--- src/npss_pkg.sv ---
// Shared constants and types for the nearest point snap selector.
package npss_pkg;

  // Configuration port.
  localparam int CFG_IDX_W  = 3;
  localparam int CFG_DATA_W = 48;

  typedef enum logic [CFG_IDX_W-1:0] {
    CFG_RAY_MODE      = 3'd0,
    CFG_QUERY_ORIGIN  = 3'd1,
    CFG_RAY_DIRECTION = 3'd2,
    CFG_CONE_COSINE   = 3'd3,
    CFG_PICK_RADIUS   = 3'd4
  } cfg_idx_t;

  // Register widths and reset values.
  localparam int ORIGIN_W = 48;
  localparam int DIR_W    = 48;
  localparam int DIR_CW   = 16;
  localparam int COS_W    = 15;
  localparam int RAD_W    = 16;

  localparam logic [COS_W-1:0] COS_RESET = 15'd16000;
  localparam logic [RAD_W-1:0] RAD_RESET = 16'd256;

  // Item operation codes.
  localparam logic OP_BEGIN = 1'b0;
  localparam logic OP_TEST  = 1'b1;

  // Queue status seen by both sides.
  typedef struct packed {
    logic full;
    logic empty;
  } q_stat_t;

endpackage

--- src/npss_queue.sv ---
// Two-entry queue between the front and back parts.
module npss_queue
  import npss_pkg::*;
#(
  parameter int WIDTH = 100
) (
  input  logic             clk,
  input  logic             rst_n,
  input  logic             push,
  input  logic [WIDTH-1:0] push_data,
  input  logic             pop,
  output logic [WIDTH-1:0] pop_data,
  output q_stat_t          q_stat
);

  localparam int DEPTH = 2;
  localparam int PTR_W = $clog2(DEPTH);

  logic [WIDTH-1:0] entry_r [DEPTH];
  logic [PTR_W-1:0] wr_ptr_r, wr_ptr_nxt;
  logic [PTR_W-1:0] rd_ptr_r, rd_ptr_nxt;
  logic [PTR_W:0]   count_r, count_nxt;

  assign q_stat.full  = (count_r == (PTR_W+1)'(DEPTH));
  assign q_stat.empty = (count_r == '0);
  assign pop_data     = entry_r[rd_ptr_r];

  always_comb begin
    wr_ptr_nxt = push ? wr_ptr_r + 1'b1 : wr_ptr_r;
    rd_ptr_nxt = pop ? rd_ptr_r + 1'b1 : rd_ptr_r;
    count_nxt  = count_r;
    if (push && !pop) begin
      count_nxt = count_r + 1'b1;
    end else if (pop && !push) begin
      count_nxt = count_r - 1'b1;
    end
  end

  always_ff @(posedge clk) begin
    if (!rst_n) begin
      wr_ptr_r <= '0;
      rd_ptr_r <= '0;
      count_r  <= '0;
    end else begin
      wr_ptr_r <= wr_ptr_nxt;
      rd_ptr_r <= rd_ptr_nxt;
      count_r  <= count_nxt;
    end
  end

  always_ff @(posedge clk) begin
    if (push) begin
      entry_r[wr_ptr_r] <= push_data;
    end
  end

endmodule

--- config.mk ---
export PLATFORM = sky130hd
export DESIGN_NAME = npss_queue
export DESIGN_NICKNAME = d
export VERILOG_FILES = /design/src/npss_pkg.sv /design/src/npss_queue.sv
export SDC_FILE = /design/constraint.sdc
export NUM_CORES = 1
export LEC_CHECK = 0
export BUFFER_PORTS_ARGS = -buffer_cell sky130_fd_sc_hd__buf_4
export CORE_MARGIN = 3
export CORE_UTILIZATION = 50
export DETAILED_ROUTE_END_ITERATION = 8
export PLACE_DENSITY = 0.76
export SETUP_SLACK_MARGIN = 0.2
export SYNTH_ARGS = -nofsm -noshare
export SYNTH_HDL_FRONTEND = slang
export SYNTH_SLANG_ARGS = --single-unit
--- constraint.sdc ---
create_clock -name clk -period 14 [get_ports clk]
set_input_delay 4.2 -clock clk [delete_from_list [all_inputs] [get_ports clk]]
set_output_delay 4.2 -clock clk [all_outputs]
set_load 0.02 [all_outputs]
==> impl_results.md <==
- Post-Synthesis Cells: approximately 330
- Clk pwr share: between 40% and 50%
- GRT overflow: 0
- Vias in the first global route: just over 4,000
- Synthesized area: between 7000 and 8000 um^2
- Crit path time final: just under 7 ns
- Synthesized area per cell: 22.4 um^2
- Fmax: ~0.15 GHz
- Status: complete, no violations
- Initial antenna violation count: 0
- Vias per cell: 5.05
- Int Pwr: around 1.2 mW
- Share of layout cells above drive strength 1: about three fifths
- Nets: about 660
- Count of warnings emitted by yosys: 0
- Initial DRC count: 161
- Reg power frac: between 40% and 50%
- Async SR Flop Fraction: 0%
- Max-slew violations: 0
- Cell mode on critical path: buf_4
- Drt drc: 0
- EDFF count, synth: 200
- Die width: around 130 um
- Diodes inserted: 0
- Critical Path Fanout Max: 52
- IO buf count: between 200 and 250
- Switching Share: between 20% and 30%
- H-tree lvl count: 1
- Area delta synth->final: 33.0%
- Wirelength per Cell: approximately 18 um
- Clock Latency Late Sink: about 0.47 ns
- CTS Buffer Depth: 3
- GP Congestion: between 0.7 and 0.8
- Clock sinks: ~210
- Row cnt: between 40 and 50
- Placed Cells: about 700
- Worst hold path type: flip-flop to flip-flop
- Final Cycle Share: approximately half
- Max Clock Skew: approximately 0.006 ns
- Final ANT Viol Nets: 0
- Vias: about 3,800
- Critical-path top delay cell: dfxtp_4
- TritonCTS Buffers: 21
- Clock tree from TritonCTS: done
- All-Layer GR Usage: approximately 16%
- First-pass DRT Iterations: 4
- Worst Tran Pin Value: approximately 0.78 ns
- Lkg Pwr: about 3.7 nW
- Data required time of the worst path: about 10 ns
- Max-Cap Viols: 0
- Most frequent cell after synthesis: edfxtp_1
- Cells along the critical path: buf_4 > mux2_2 > buf_4
- Post-CTS sizing: 0
- Final setup viols: 0
- Distinct cell type count after synthesis: 17
- Largest net degree at the start of global routing: 59
- Area leader, netlist: edfxtp_1
- #FFs+latches synth: 205
- Critical path arrival: about 2.6 ns
- WP buf/inv: 2
- Final instance area: 9930 um^2
- Die outline height: between 100 and 150 um
- Core Box Area: 14,600 um^2
- Peak supply drop: between 0.1 and 0.15 mV
- Die area: 16,400 um^2
- Clk root buf: clkbuf_16
- Seq/Total Area, Yosys: between 80 and 90%
- Final core utilization: between 60% and 70%
- Power density over cell area: about 150 nW/um^2
- Endpoint type of the worst setup path: output port
- Top delay family on crit path: buffers and inverters
- Combinational share of power: a little under an eighth
- Layout Cells excl Fill: 752
- I/O pin count: approximately 210
- Worst Setup Start Kind: flip-flop
- Initial Utilization: 51.2%
- Predominant post-synthesis flop cell: edfxtp_1
- Slew headroom: 48.1%
- Yosys top cell area share: 80.4%
- Switch Pwr: 316 uW
- Area post-placement: between 9000 and 10,000 um^2
- DP HPWL: slightly below 9000 um
- CTS clk-pin slew, worst paths: roughly 0.060 ns
- Wire length of the first global-routing pass: around 21,000 um
- CP max stage delay: a little under 0.8 ns
- Cts hold-fix bufs: 0
- Setup TNS: 0 ns
- Power, Total: ~1.5 mW
- Final wirelength: 13,800 um
- Endpoints failing hold: 0
- RSZ-0062 raised after global routing: no
- Syn Nets: between 400 and 500
- Synth cell count leaders: edfxtp_1, mux2_2, buf_6
- Synth area leaders: edfxtp_1, mux2_2, buf_6
- Crit path kind: flip-flop to output port
- Post-CTS Setup Bufs: 0
[logic make-up after synthesis]
| logic type | count (synthesis) | synth area share, % |
|---|---|---|
| buf+inv | 12 | 1.66 |
| compound gates | 3 | 0.268 |
| simple gates | 9 | 0.754 |
| xor+xnor | 3 | 0.352 |
| fa+ha+maj | 1 | 0.167 |
| flops | 205 | 81.7 |
| mux | 100 | 15.1 |
[area by class of cell]
class / count / area (um^2)
sequential: 205 / 6110
timing repair buffer: 209 / 1570
clock inverter: 12 / 209
fill: 988 / 4660
multi-input combinational: 116 / 1250
clock buffer: 25 / 561
tap: 184 / 230
inverter: 1 / 3.75
[path summary, 6_finish.rpt]
check	from	to	slack, ns	cells after the start
worst max-delay path	flip-flop	pop_data[98]	7.24	3
worst min-delay path	count_r[1]	count_r[1]	0.52	2
worst max register to register	wr_ptr_r	entry_r[1][49]	11.84	2
worst min register to register	count_r[1]	count_r[1]	0.52	2
[cell usage in the layout, fill, tap and decap left out, drive strengths merged]
master / instances
a21boi: 1
clkinv: 6
o21ai: 1
bufinv: 6
inv: 1
nor2b: 2
and2: 4
xnor2: 1
ha: 1
mux2: 100
xor2: 2
or3: 1
and2b: 1
o21a: 1
edfxtp: 200
clkbuf: 25
buf: 209
nor2: 1
dfxtp: 5
[sequential cells by signal, summed over array words and instances (netlist names), named ones only]
signal and flops:
entry_r 200, count_r 2, wr_ptr_r 1, rd_ptr_r 1
[worst register-to-register path, cell delays in order, from the launching register on]
cell	delay, ns
dfxtp_1	0.39
and2_4	0.58
buf_4	0.77
[through the flow]
step / setup slack (ns) / hold slack, ns
3_5_place_dp: 7.70 / 0.504
3_3_place_gp: 7.71 / 0.475
5_1_grt: 7.11 / 0.562
6_report: 7.24 / 0.517
2_1_floorplan: 4.84 / 0.466
4_1_cts: 7.19 / 0.516
[power by group through the flow]
stage | combinational, mW | clock [mW] | sequential (mW)
floorplan | 0.106 | 0 | 0.731
global placement | 0.179 | 0 | 0.734
detailed placement | 0.181 | 0 | 0.736
CTS | 0.182 | 0.620 | 0.723
global route | 0.192 | 0.646 | 0.725
finish | 0.180 | 0.608 | 0.722
[routing by layer]
metal	global-route usage, %	wire [um]	vias to the layer above
li1	-	-	1759
met1	19.8	5240	1849
met2	26.6	6780	163
met3	5.75	1470	27
met4	4.68	257	0
met5	0	0	-
No activity file was read; power rests on OpenSTA's default activity.
