**src/npss_pkg.sv**
```systemverilog
// Shared constants and types for the nearest point snap selector.
package npss_pkg;

  // Configuration port.
  localparam int CFG_IDX_W  = 3;
  localparam int CFG_DATA_W = 48;

  typedef enum logic [CFG_IDX_W-1:0] {
    CFG_RAY_MODE      = 3'd0,
    CFG_QUERY_ORIGIN  = 3'd1,
    CFG_RAY_DIRECTION = 3'd2,
    CFG_CONE_COSINE   = 3'd3,
    CFG_PICK_RADIUS   = 3'd4
  } cfg_idx_t;

  // Register widths and reset values.
  localparam int ORIGIN_W = 48;
  localparam int DIR_W    = 48;
  localparam int DIR_CW   = 16;
  localparam int COS_W    = 15;
  localparam int RAD_W    = 16;

  localparam logic [COS_W-1:0] COS_RESET = 15'd16000;
  localparam logic [RAD_W-1:0] RAD_RESET = 16'd256;

  // Item operation codes.
  localparam logic OP_BEGIN = 1'b0;
  localparam logic OP_TEST  = 1'b1;

  // Queue status seen by both sides.
  typedef struct packed {
    logic full;
    logic empty;
  } q_stat_t;

endpackage

```
**src/npss_front.sv**
```systemverilog
// Front part: accept items, form point offsets from the query origin.
module npss_front
  import npss_pkg::*;
#(
  parameter int CW = 16
) (
  input  logic                        clk,
  input  logic                        rst_n,
  input  logic                        in_valid,
  output logic                        in_stall,
  input  logic                        in_operation,
  input  logic signed [CW-1:0]        in_point_x,
  input  logic signed [CW-1:0]        in_point_y,
  input  logic signed [CW-1:0]        in_point_z,
  input  logic [ORIGIN_W-1:0]         query_origin,
  input  q_stat_t                     q_stat,
  output logic                        push,
  output logic [1+3*CW+3*(CW+1)-1:0]  push_data
);

  localparam int IW = 1 + 3*CW + 3*(CW+1);
  localparam int OW = (3*CW > ORIGIN_W) ? 3*CW : ORIGIN_W;

  logic                 valid_r, valid_nxt;
  logic [IW-1:0]        item_r, item_nxt;
  logic [OW-1:0]        org_pad;
  logic                 accept;
  logic signed [CW-1:0] pt [3];
  logic signed [CW-1:0] org [3];
  logic signed [CW:0]   po [3];

  assign org_pad  = OW'(query_origin);
  assign pt[0]    = in_point_x;
  assign pt[1]    = in_point_y;
  assign pt[2]    = in_point_z;

  assign push     = valid_r && !q_stat.full;
  assign in_stall = valid_r && q_stat.full;
  assign accept   = in_valid && !in_stall;
  assign push_data = item_r;

  always_comb begin
    item_nxt = item_r;
    for (int i = 0; i < 3; i++) begin
      org[i] = $signed(org_pad[CW*i +: CW]);
      po[i]  = $signed({pt[i][CW-1], pt[i]}) - $signed({org[i][CW-1], org[i]});
    end
    if (accept) begin
      item_nxt[IW-1] = in_operation;
      for (int i = 0; i < 3; i++) begin
        item_nxt[3*(CW+1) + CW*i +: CW] = pt[i];
        item_nxt[(CW+1)*i +: CW+1]      = po[i];
      end
    end
  end

  always_comb begin
    valid_nxt = valid_r;
    if (accept) begin
      valid_nxt = 1'b1;
    end else if (push) begin
      valid_nxt = 1'b0;
    end
  end

  always_ff @(posedge clk) begin
    if (!rst_n) begin
      valid_r <= 1'b0;
    end else begin
      valid_r <= valid_nxt;
    end
  end

  always_ff @(posedge clk) begin
    item_r <= item_nxt;
  end

endmodule

```
**config.mk**
```make
export PLATFORM = sky130hd
export DESIGN_NAME = npss_front
export DESIGN_NICKNAME = d
export VERILOG_FILES = /design/src/npss_pkg.sv /design/src/npss_front.sv
export SDC_FILE = /design/constraint.sdc
export NUM_CORES = 1
export LEC_CHECK = 0
export BUFFER_PORTS_ARGS = -buffer_cell sky130_fd_sc_hd__buf_4
export CORE_ASPECT_RATIO = 2
export CORE_MARGIN = 5
export CORE_UTILIZATION = 40
export CTS_BUF_LIST = sky130_fd_sc_hd__clkbuf_2 sky130_fd_sc_hd__clkbuf_4 sky130_fd_sc_hd__clkbuf_8
export DETAILED_ROUTE_END_ITERATION = 10
export HOLD_SLACK_MARGIN = 0.15
export PLACE_DENSITY_LB_ADDON = 0.25
export SLEW_MARGIN = 20
export SYNTH_ARGS = -nofsm -noshare
export SYNTH_HDL_FRONTEND = slang
export SYNTH_SLANG_ARGS = --single-unit
```
**constraint.sdc**
```tcl
create_clock -name clk -period 16.6 [get_ports clk]
set_input_delay 1.66 -clock clk [delete_from_list [all_inputs] [get_ports clk]]
set_output_delay 1.66 -clock clk [all_outputs]
set_load 0.1 [all_outputs]
```
==> metrics.md <==
| Metric | Value |
|---|---|
| Status | `finished, final reports clean` |
| # hold bufs at CTS | `0` |
| Avg Inst Size Synth | `approximately 12 sq um` |
| 1st-pass router iterations | `4` |
| Post-synthesis cell type count | `54` |
| Yosys reg bits | `a little over 100` |
| CP Launch Type | `input port` |
| Top-count cell post-synth | `edfxtp_1` |
| Layout cells sized above 1 | `between 30% and 40%` |
| Final cycle utilization of the critical path | `between 20% and 30%` |
| Gate Count Post-Synth | `~450` |
| Detailed-route via count | `4217` |
| Least-Margin Pin Slew | `approximately 750 ps` |
| Num CTS Buffers | `9` |
| Sequential share of the synthesized area | `55.5%` |
| GPL Wtd Cong | `0.939` |
| First-pass GRT wire length | `about 21000 um` |
| CP bufs+invs | `2` |
| Post-synth ARST share | `0%` |
| # H-tree levels | `3` |
| Drt drc | `0` |
| Worst-path clk slew | `100 ps` |
| Total grt overflow | `0` |
| Via/cell ratio | `5.11` |
| Cell area after synthesis | `around 5400 sq um` |
| Pin count of the biggest net entering global routing | `60` |
| Post-CTS Setup Inserts | `0` |
| Final hold slack | `between 600 and 700 ps` |
| Hold crit path type | `flip-flop to flip-flop` |
| Leakage | `3.33 nW` |
| # clock sinks | `between 100 and 150` |
| Main synth FF type | `edfxtp_1` |
| Fin. Hold Viols | `0` |
| Core Rows | `60` |
| Most common cell on crit path | `buf_4` |
| Max-cap viol count | `0` |
| Die X | `92.5 um` |
| Drt wl/cell | `~17 um` |
| Pwr Density | `108 nW/um^2` |
| Arrival time at the worst endpoint | `between 2000 and 2500 ps` |
| Maximum vdd drop | `49.5 uV` |
| IO Port Bufs | `202` |
| Mapped Nets | `~600` |
| Clk Latency, worst-skew pair | `about 360 ps` |
| Die area | `between 15000 and 20000 sq um` |
| Setup TNS | `0 ps` |
| Synth area leader | `edfxtp_1` |
| Post-CTS Resized | `0` |
| Antenna-violating nets left | `0` |
| Max incr delay on CP | `330 ps` |
| Starting DRT DRC Count | `approximately 120` |
| EDFF count, synth | `100` |
| Critical-path cell list | `buf_4 > and2_1 > buf_4` |
| Post-Route WL | `~14000 um` |
| Die height | `175 um` |
| Kind of end point of the critical path | `output port` |
| Starting Density | `40.5%` |
| Layout Skew | `7.76 ps` |
| Warnings, synthesis | `0` |
| Slew Limit Fails | `0` |
| Antenna diodes | `0` |
| Clk buf depth | `2` |
| Critical-path top delay cell | `buf_4` |
| Clk root buf | `clkbuf_8` |
| # setup viols final | `0` |
| Io pins | `between 200 and 250` |
| Fmax | `0.254 GHz` |
| Total GRT Usage | `16.9%` |
| Top cell type's share of synthesized area | `a little under three fifths` |
| Crit-path max FO | `3` |
| Final #Nets | `slightly above 800` |
| TritonCTS clock tree | `yes` |
| Area Overhead vs Synth | `35.4%` |
| CP Class | `input port to output port` |
| Critical Path RT | `14940 ps` |
| Fin crit period | `3940 ps` |
| Number of global-route vias before repair | `~4500` |
| Most instantiated cells after synthesis | `edfxtp_1, inv_1, ha_1, a21oi_1, xnor2_1` |
| Synth area leaders | `edfxtp_1, ha_1, xnor2_1, inv_1, a21oi_1` |
| RSZ-0062 raised after global routing | `no` |
| # fillers | `around 1200` |
| Initial antenna violation count | `0` |
| CORE AREA | `~13000 sq um` |
| Slew margin rel. | `around half` |
| CP top delay family | `buffers and inverters` |
| Dpl hpwl | `around 11000 um` |
[power by group]
| part | internal [W] | switching [W] |
|---|---|---|
| logic | 0.0000860 | 0.000241 |
| registers | 0.000312 | 0.00000667 |
| clock network | 0.0000623 | 0.0000893 |
[per-stage QoR]
stage	instances	cell area [sq um]	worst slack, ps	utilization [%]	total power [W]
final	826	7370	12660	54.8	0.000798
after global routing	826	7370	12630	54.8	0.000832
after CTS	825	7350	12650	54.7	0.000807
after detailed placement	809	7160	12420	53.3	0.000654
after global placement	809	7160	12520	53.3	0.000649
after floorplan	453	5440	9320	-	0.000576
[metal layers]
layer	GRT usage, %	share of wire (%)	vias to the layer above
li1	-	-	2065
met1	14.5	32	1992
met2	35.0	59	142
met3	4.39	6.3	18
met4	6.82	2.4	0
met5	0	0	-
[final timing paths]
check | start | end | slack (ps) | depth (start not counted)
min reg2reg | valid_r | valid_r | 700 | 2
max | q_stat[1] | in_stall | 12660 | 3
min | valid_r | valid_r | 700 | 2
max reg2reg | valid_r | push_data[18] | 14370 | 4
[area by class of cell]
type | count | area [sq um] | area share [%]
clock buffers | 11 | 145 | 1.97
clock inverters | 5 | 43.8 | 0.594
inverters | 64 | 240 | 3.26
multi-input cells | 286 | 2180 | 29.6
flip-flops and latches | 101 | 3020 | 41.0
well taps | 155 | 194 | 2.63
repair buffers | 204 | 1540 | 21.0
[layout by cell type (no fill, tap or decap), drive strengths merged, types with 3 or more instances in the layout]
cell    instances
a211oi          5
a21o            9
a21oi          37
buf           204
clkbuf         11
edfxtp        100
fa              3
ha             48
inv            66
nand2          21
nand2b          6
nand3           6
nor2           21
nor2b          13
nor3            4
nor4            3
o211ai          5
o21a           11
o21ai          23
o21bai          3
o31a            3
xnor2          28
xor2            8
[cell families (layout without fill, tap and decap cells)]
| kind of cell | count (synthesis) | count (layout) | share of synthesized area (%) |
|---|---|---|---|
| and+or+nand+nor | 82 | 82 | 7.47 |
| DFF | 101 | 101 | 55.5 |
| xor gates and xnor gates | 36 | 36 | 5.79 |
| adders and majority gates | 51 | 51 | 12.1 |
| buffers and inverters | 66 | 284 | 4.55 |
| AOI/OAI and AO/OA | 117 | 117 | 14.5 |
[state kept, by name (all words and copies together) (netlist names)]
signal / cells
valid_r: 1
push_data: 100
[worst reg2reg max path: stages, from the launching register on]
cell and delay [ps]:
dfxtp_1 320, and2_1 180, nor2b_4 420, buf_12 260, buf_4 640
Note: power is estimated with default switching activity, not from simulation.
